`config.mk`:
```
export PLATFORM = sky130hd
export DESIGN_NAME = positional_insert_remove_list_flat
export DESIGN_NICKNAME = d
export VERILOG_FILES = /design/src/rtl/pirl_pkg.sv /design/src/rtl/pirl_in_if.sv /design/src/rtl/pirl_out_if.sv /design/src/rtl/pirl_ctrl.sv /design/src/rtl/pirl_dp.sv /design/src/rtl/positional_insert_remove_list.sv /design/src/flat_wrapper.sv
export SDC_FILE = /design/constraint.sdc
export NUM_CORES = 1
export LEC_CHECK = 0
export BUFFER_PORTS_ARGS = -buffer_cell sky130_fd_sc_hd__buf_2
export CORE_ASPECT_RATIO = 0.9
export CORE_MARGIN = 3
export CORE_UTILIZATION = 38
export CTS_CLUSTER_DIAMETER = 120
export DETAILED_ROUTE_END_ITERATION = 10
export PLACE_DENSITY = 0.63
export SLEW_MARGIN = 10
export SYNTH_ARGS = -nofsm -noshare
export SYNTH_HDL_FRONTEND = slang
export SYNTH_SLANG_ARGS = --single-unit
```
`constraint.sdc`:
```
create_clock -name clk -period 11.63 [get_ports clk]
set_input_delay 2.326 -clock clk [delete_from_list [all_inputs] [get_ports clk]]
set_output_delay 2.326 -clock clk [all_outputs]
set_load 0.05 [all_outputs]
```
`src/rtl/pirl_pkg.sv`:
```
`timescale 1ns / 1ps
// Types and codes shared by the positional insert/remove list.
// No dependencies.
package pirl_pkg;

  localparam int CMD_W   = 2;
  localparam int POS_W   = 4;
  localparam int WORD_W  = 32;
  localparam int COUNT_W = 5;

  typedef logic signed [WORD_W-1:0] word_t;

  typedef enum logic [CMD_W-1:0] {
    CMD_INSERT = 2'd0,
    CMD_REMOVE = 2'd1,
    CMD_READ   = 2'd2
  } cmd_e;

  typedef enum logic [1:0] {
    STAT_OK     = 2'd0,
    STAT_FULL   = 2'd1,
    STAT_EMPTY  = 2'd2,
    STAT_BADPOS = 2'd3
  } status_e;

  typedef enum logic {
    OUT_IDLE = 1'b0,
    OUT_HOLD = 1'b1
  } out_state_e;

  // controller -> datapath
  typedef struct packed {
    logic    load;
    logic    do_insert;
    logic    do_remove;
    logic    give_data;
    status_e status;
  } ctrl_t;

  // datapath -> controller
  typedef struct packed {
    logic full;
    logic empty;
    logic pos_le;
    logic pos_lt;
  } stat_t;

endpackage

```
`src/rtl/pirl_in_if.sv`:
```
`timescale 1ns / 1ps
// Command channel: valid/ready handshake with command, position and value.
// Depends on pirl_pkg.
interface pirl_in_if;
  import pirl_pkg::*;
  logic                      valid;
  logic                      ready;
  logic [CMD_W-1:0]          command;
  logic [POS_W-1:0]          position;
  logic signed [WORD_W-1:0]  value;

  modport source (output valid, output command, output position, output value, input ready);
  modport sink   (input valid, input command, input position, input value, output ready);
endinterface

```
`src/rtl/pirl_out_if.sv`:
```
`timescale 1ns / 1ps
// Result channel: valid/ready handshake with data, status and count.
// Depends on pirl_pkg.
interface pirl_out_if;
  import pirl_pkg::*;
  logic                      valid;
  logic                      ready;
  logic signed [WORD_W-1:0]  data;
  logic [1:0]                status;
  logic [COUNT_W-1:0]        count;

  modport source (output valid, output data, output status, output count, input ready);
  modport sink   (input valid, input data, input status, input count, output ready);
endinterface

```
`src/rtl/pirl_ctrl.sv`:
```
`timescale 1ns / 1ps
// Controller: output-register state machine, handshake and command decode.
// Depends on pirl_pkg.
module pirl_ctrl (
  input  logic             clk,
  input  logic             rst,
  input  logic             in_valid,
  input  logic             out_ready,
  input  logic [1:0]       command,
  input  pirl_pkg::stat_t  stat,
  output logic             in_ready,
  output logic             out_valid,
  output pirl_pkg::ctrl_t  ctrl
);
  import pirl_pkg::*;

  out_state_e state, state_next;
  logic       accept;

  assign accept = in_valid && in_ready;

  always_ff @(posedge clk) begin
    if (rst) begin
      state <= OUT_IDLE;
    end else begin
      state <= state_next;
    end
  end

  always_comb begin
    state_next = state;
    if (accept) begin
      state_next = OUT_HOLD;
    end else if (out_ready) begin
      state_next = OUT_IDLE;
    end
  end

  always_comb begin
    in_ready       = !rst && ((state == OUT_IDLE) || out_ready);
    out_valid      = (state == OUT_HOLD);
    ctrl           = '0;
    ctrl.status    = STAT_OK;
    ctrl.load      = accept;
    unique case (cmd_e'(command))
      CMD_INSERT: begin
        if (stat.full) begin
          ctrl.status = STAT_FULL;
        end else if (!stat.pos_le) begin
          ctrl.status = STAT_BADPOS;
        end else begin
          ctrl.do_insert = accept;
        end
      end
      CMD_REMOVE, CMD_READ: begin
        if (stat.empty) begin
          ctrl.status = STAT_EMPTY;
        end else if (!stat.pos_lt) begin
          ctrl.status = STAT_BADPOS;
        end else begin
          ctrl.give_data = 1'b1;
          ctrl.do_remove = accept && (cmd_e'(command) == CMD_REMOVE);
        end
      end
      default: begin
        ctrl.status = STAT_BADPOS;
      end
    endcase
  end

endmodule

```
`src/rtl/pirl_dp.sv`:
```
`timescale 1ns / 1ps
// Datapath: entry shift registers, entry count, position compares, result register.
// Depends on pirl_pkg.
module pirl_dp #(
  parameter int CAPACITY = 16
) (
  input  logic                             clk,
  input  logic                             rst,
  input  logic [pirl_pkg::POS_W-1:0]       position,
  input  pirl_pkg::word_t                  value,
  input  pirl_pkg::ctrl_t                  ctrl,
  output pirl_pkg::stat_t                  stat,
  output pirl_pkg::word_t                  data,
  output logic [1:0]                       status,
  output logic [pirl_pkg::COUNT_W-1:0]     count
);
  import pirl_pkg::*;

  localparam int CW   = $clog2(CAPACITY + 1);
  localparam int CMPW = (CW > POS_W) ? CW : POS_W;
  localparam int OW   = (CW > COUNT_W) ? CW : COUNT_W;
  localparam int RDN  = (CAPACITY < (1 << POS_W)) ? CAPACITY : (1 << POS_W);

  word_t           entry [CAPACITY];
  logic [CW-1:0]   cnt;
  logic [CW-1:0]   cnt_after;
  logic [CMPW-1:0] cnt_ext;
  logic [CMPW-1:0] pos_ext;
  logic [OW-1:0]   cnt_wide;
  word_t           rd_word;

  assign cnt_ext    = CMPW'(cnt);
  assign pos_ext    = CMPW'(position);
  assign stat.full  = (cnt == CW'(CAPACITY));
  assign stat.empty = (cnt == '0);
  assign stat.pos_le = (pos_ext <= cnt_ext);
  assign stat.pos_lt = (pos_ext < cnt_ext);

  always_comb begin
    rd_word = '0;
    for (int k = 0; k < RDN; k++) begin
      if (position == POS_W'(k)) begin
        rd_word = entry[k];
      end
    end
  end

  for (genvar g = 0; g < CAPACITY; g++) begin : g_entry
    localparam logic [CMPW-1:0] GIDX = CMPW'(g);
    word_t from_below;
    word_t from_above;

    if (g == 0) begin : g_first
      assign from_below = value;
    end else begin : g_mid
      assign from_below = entry[g-1];
    end
    if (g == CAPACITY - 1) begin : g_last
      assign from_above = entry[g];
    end else begin : g_notlast
      assign from_above = entry[g+1];
    end

    always_ff @(posedge clk) begin
      if (ctrl.do_insert) begin
        if (pos_ext == GIDX) begin
          entry[g] <= value;
        end else if (pos_ext < GIDX) begin
          entry[g] <= from_below;
        end
      end else if (ctrl.do_remove && (pos_ext <= GIDX)) begin
        entry[g] <= from_above;
      end
    end
  end

  always_comb begin
    priority if (ctrl.do_insert) begin
      cnt_after = cnt + CW'(1);
    end else if (ctrl.do_remove) begin
      cnt_after = cnt - CW'(1);
    end else begin
      cnt_after = cnt;
    end
  end

  assign cnt_wide = OW'(cnt_after);

  always_ff @(posedge clk) begin
    if (rst) begin
      cnt <= '0;
    end else begin
      cnt <= cnt_after;
    end
  end

  // result register
  always_ff @(posedge clk) begin
    if (ctrl.load) begin
      data   <= ctrl.give_data ? rd_word : '0;
      status <= ctrl.status;
      count  <= cnt_wide[COUNT_W-1:0];
    end
  end

endmodule

```
`src/rtl/positional_insert_remove_list.sv`:
```
`timescale 1ns / 1ps
// Positional insert/remove list of up to CAPACITY signed 32-bit words.
// The result is registered and valid in the cycle after the command transfer.
// Throughput: one command per cycle while rsp.ready takes the result; entries at and above position shift together.
// Reset (rst, synchronous): count cleared, no result held (rsp.valid low); entries and result data undefined.
// Depends on pirl_pkg, pirl_in_if, pirl_out_if, pirl_ctrl, pirl_dp.
module positional_insert_remove_list #(
  parameter int CAPACITY = 16
) (
  input  logic       clk,
  input  logic       rst,
  pirl_in_if.sink    req,
  pirl_out_if.source rsp
);
  import pirl_pkg::*;

  ctrl_t ctrl;
  stat_t stat;

  pirl_ctrl u_ctrl (
    .clk       (clk),
    .rst       (rst),
    .in_valid  (req.valid),
    .out_ready (rsp.ready),
    .command   (req.command),
    .stat      (stat),
    .in_ready  (req.ready),
    .out_valid (rsp.valid),
    .ctrl      (ctrl)
  );

  pirl_dp #(
    .CAPACITY (CAPACITY)
  ) u_dp (
    .clk      (clk),
    .rst      (rst),
    .position (req.position),
    .value    (req.value),
    .ctrl     (ctrl),
    .stat     (stat),
    .data     (rsp.data),
    .status   (rsp.status),
    .count    (rsp.count)
  );

  a_rst_empty: assert property (@(posedge clk) rst |=> !rsp.valid)
    else $error("result valid after reset");

  a_err_zero: assert property (@(posedge clk) disable iff (rst)
    (rsp.valid && (rsp.status != STAT_OK)) |-> (rsp.data == '0))
    else $error("nonzero data on error status");

  a_no_overrun: assert property (@(posedge clk) disable iff (rst)
    (req.valid && req.ready) |-> !(rsp.valid && !rsp.ready))
    else $error("transfer accepted while result stalled");

  a_load_valid: assert property (@(posedge clk) disable iff (rst)
    (req.valid && req.ready) |=> rsp.valid)
    else $error("no result after transfer");

endmodule
```
`src/flat_wrapper.sv`:
```
// flat-port wrapper written by rule: the top's interface ports become plain ports
module positional_insert_remove_list_flat import pirl_pkg::*;
#(
  parameter int CAPACITY = 16
)
  (clk, rst, req_valid, req_command, req_position, req_value, req_ready, rsp_valid, rsp_data, rsp_status, rsp_count, rsp_ready);
  pirl_in_if req_i ();
  pirl_out_if rsp_i ();
  input  logic clk;
  input  logic rst;
  input wire logic [$bits(req_i.valid)-1:0] req_valid;
  input wire logic [$bits(req_i.command)-1:0] req_command;
  input wire logic [$bits(req_i.position)-1:0] req_position;
  input wire logic [$bits(req_i.value)-1:0] req_value;
  output wire logic [$bits(req_i.ready)-1:0] req_ready;
  output wire logic [$bits(rsp_i.valid)-1:0] rsp_valid;
  output wire logic [$bits(rsp_i.data)-1:0] rsp_data;
  output wire logic [$bits(rsp_i.status)-1:0] rsp_status;
  output wire logic [$bits(rsp_i.count)-1:0] rsp_count;
  input wire logic [$bits(rsp_i.ready)-1:0] rsp_ready;
  assign req_i.valid = req_valid;
  assign req_i.command = req_command;
  assign req_i.position = req_position;
  assign req_i.value = req_value;
  assign req_ready = req_i.ready;
  assign rsp_valid = rsp_i.valid;
  assign rsp_data = rsp_i.data;
  assign rsp_status = rsp_i.status;
  assign rsp_count = rsp_i.count;
  assign rsp_i.ready = rsp_ready;
  positional_insert_remove_list #(.CAPACITY(CAPACITY)) u_core (.clk(clk), .rst(rst), .req(req_i), .rsp(rsp_i));
endmodule
```
==> impl_metrics.yaml <==
power:
  p_leak_nw: 12.5
  p_per_area_nw_per_um2: 132
  vdd_ir_drop_max_mv: 0.0951
final_layout:
  drive_above_1_share_pct: 11.7
  nets: 3389
  synthToLayoutAreaGrowth_pct: 10.8
  fillers: 7940
  fin_area_sq_um: 35300
  fin_util_pct: 42.6
synth:
  synth_edf_count: 551
  synth_commonest_cells: "849 x nand2_1, 551 x edfxtp_1, 443 x nor2_1, 404 x a31oi_1, 265 x clkbuf_1"
  syn_nets: 3491
  async_reset_ff_share_pct: 0
  syn_avg_cell_area_sq_um: 9.27
  ys_types: 59
  seq_area_frac_synth_pct: 52.3
  ys_warn_count: 0
  synth.largest_area_cell: "edfxtp_1"
  ys.flop_type: "edfxtp_1"
  synth.top_cell.area_share_pct: 51.9
  yosysMostFrequentCell: "nand2_1"
  synth-seq-cells: 557
  synth.area.top_cells: "edfxtp_1 52%, nand2_1 10%, a31oi_1 7.9%, nor2_1 5.2%, clkbuf_1 3.1%"
  syn_area_sq_um: 31900
  synth_cells: 3440
floorplan:
  io_pins: 83
  floorplan.die.height_um: 281
  rows: 100
  initial_core_util_pct: 38.4
  core_area_sq_um: 83000
  die_w_um: 311
  die_area_sq_um: 87400
placement:
  dpl_cell_area_sq_um: 33300
  dp_hpwl_um: 76500
  portBuffers: 82
  finalWeightedCongestion: 0.902
clock_tree:
  cts.htree.levels: 3
  clockBufferDepth: 3
  cts_tree: "done"
  post-cts-setup-buffer-count: 0
  cts.repair.resized: 0
  numCtsBuffers: 68
  root_buffer: "clkbuf_16"
  clock_latency_ps: 610
  cts_hold_buffers: 0
  cts.clk_slew.worst_paths_ps: 60
  numClockSinks: 557
timing:
  fmax_mhz: 158
  fin_crit_sh_pct: 54.4
  worstMarginPinSlew_ps: 1300
  min_period_ps: 6330
  drv_slew: 0
  rsz0062_at_grt: "false"
  finClkSkew_ps: 15.9
  relSlewSlack_pct: 13.3
  setup_viol: 0
  final_hold_viol_count: 0
  fin_setup_tns_ps: 0
global_routing:
  grt_use_total_pct: 26.0
  grt_pass1_wl_um: 174000
  grt_max_degree: 65
  antenna_found_initial: 9
  grt_overflow: 0
  grt_pass1_vias: 26100
detailed_routing:
  drt_first_iter_violations: 4372
  wl_per_cell_um: 26.0
  drc: 0
  firstDrtPassIters: 9
  ant_nets: 0
  dr_total_vias: 28400
  avgViaCountPerCell: 6.29
  totalWireLength_um: 118000
status:
  outcome: "complete, no violations"
worst_hold_path:
  hold_path.class: "flop to flop"
setup_path:
  start_kind: "primary input"
  crit_type: "primary input to flop"
  crit_arrival_ps: 6770
  cp-end-kind: "flop"
  required_ps: 12080
  path_max_fanout: 42
job:
  maxCapViolCount: 0
cell families after synthesis:
kind of cell	after synthesis	share of synthesized area [%]
buffers and inverters	340	4.27
DFF	557	52.3
AOI/OAI and AO/OA	899	18.3
muxes	121	5.33
xor gates and xnor gates	4	0.110
and+or+nand+nor	1510	19.4
adders and majority gates	9	0.353
layer usage:
metal  GRT usage [%]  part of all wire [%]
met3            7.69                    14
met2            37.4                    42
met5               0                 0.011
met1            36.9                    40
met4            9.62                   2.8
cell type report:
type | count | area [sq um] | share of cell area [%]
Antenna cell | 7 | 17.5 | 0.0496
Clock buffer | 91 | 1890 | 5.36
Clock inverter | 25 | 131 | 0.372
Inverter | 10 | 37.5 | 0.106
Multi-Input combinational cell | 2543 | 14200 | 40.2
Sequential cell | 557 | 16700 | 47.2
Tap cell | 1122 | 1400 | 3.97
Timing Repair Buffer | 158 | 996 | 2.82
sequential cells by signal, indices dropped and copies added (netlist names):
register / count
u_core.u_ctrl.out_valid: 1
u_core.u_dp.data: 32
u_core.u_dp.cnt: 5
u_core.u_dp.count: 5
u_core.u_dp.status: 2
u_core.u_dp.entry: 512
worst paths after layout:
kind	startpoint	to	slack, ps	cells past startpoint
max reg2reg	u_core.u_dp.cnt[2]$_SDFF_PP0_	u_core.u_dp.entry[0][19]$_DFFE_PP_	7330	9
max	req_position[0]	u_core.u_dp.entry[1][140]$_DFFE_PP_	5300	11
min	u_core.u_dp.entry[1][219]$_DFFE_PP_	u_core.u_dp.entry[1][251]$_DFFE_PP_	600	1
min reg2reg	u_core.u_dp.entry[1][219]$_DFFE_PP_	u_core.u_dp.entry[1][251]$_DFFE_PP_	600	1
per-stage QoR:
stage	std cells	setup WS, ps	hold slack, ps	total power, mW
after floorplan	3440	5560	548	2.53
after global placement	4389	4840	588	2.66
after detailed placement	4389	4700	587	2.67
after CTS	4505	5330	601	4.66
after global routing	4512	5070	614	4.77
final	4513	5300	604	4.66
cell usage in the layout (no fill, tap or decap), drive strengths merged, types with 3 or more instances in the layout:
| cell | netlist | routed |
|---|---|---|
| nand4 | 21 | 21 |
| clkbuf | 266 | 91 |
| ha | 9 | 9 |
| nor2 | 444 | 444 |
| nand2 | 850 | 850 |
| or4 | 7 | 7 |
| a21oi | 161 | 161 |
| or3 | 7 | 7 |
| nand2b | 22 | 22 |
| and2 | 23 | 23 |
| mux2i | 19 | 19 |
| nor2b | 11 | 11 |
| a31oi | 404 | 404 |
| or2 | 4 | 4 |
| diode | 0 | 7 |
| xnor2 | 3 | 3 |
| nor3 | 55 | 55 |
| a22o | 24 | 24 |
| mux4 | 32 | 32 |
| o21ai | 40 | 40 |
| and3 | 14 | 14 |
| a22oi | 49 | 49 |
| clkinv | 2 | 25 |
| o22ai | 77 | 77 |
| buf | 64 | 158 |
| o31ai | 13 | 13 |
| a2bb2oi | 64 | 64 |
| edfxtp | 551 | 551 |
| inv | 8 | 9 |
| mux2 | 70 | 70 |
| nand3 | 48 | 48 |
| o221ai | 35 | 35 |
| dfxtp | 6 | 6 |
| o21a | 3 | 3 |
| a221oi | 14 | 14 |
critical path, stage by stage:
cell and delay, ps:
buf_4 600, clkinv_1 550, ha_1 450, a41oi_1 190
o21ai_4 90, buf_4 500, nand2_1 380, inv_2 620
buf_4 640, a31oi_1 160, a2bb2oi_1 170
where the power goes:
group          internal (mW)  switching [mW]  total, mW
Sequential              2.23          0.0118       2.24
Clock                   1.16           0.859       2.02
Combinational          0.127           0.275      0.402
Total                   3.51            1.15       4.66
Power figures use the tool's default switching activity.
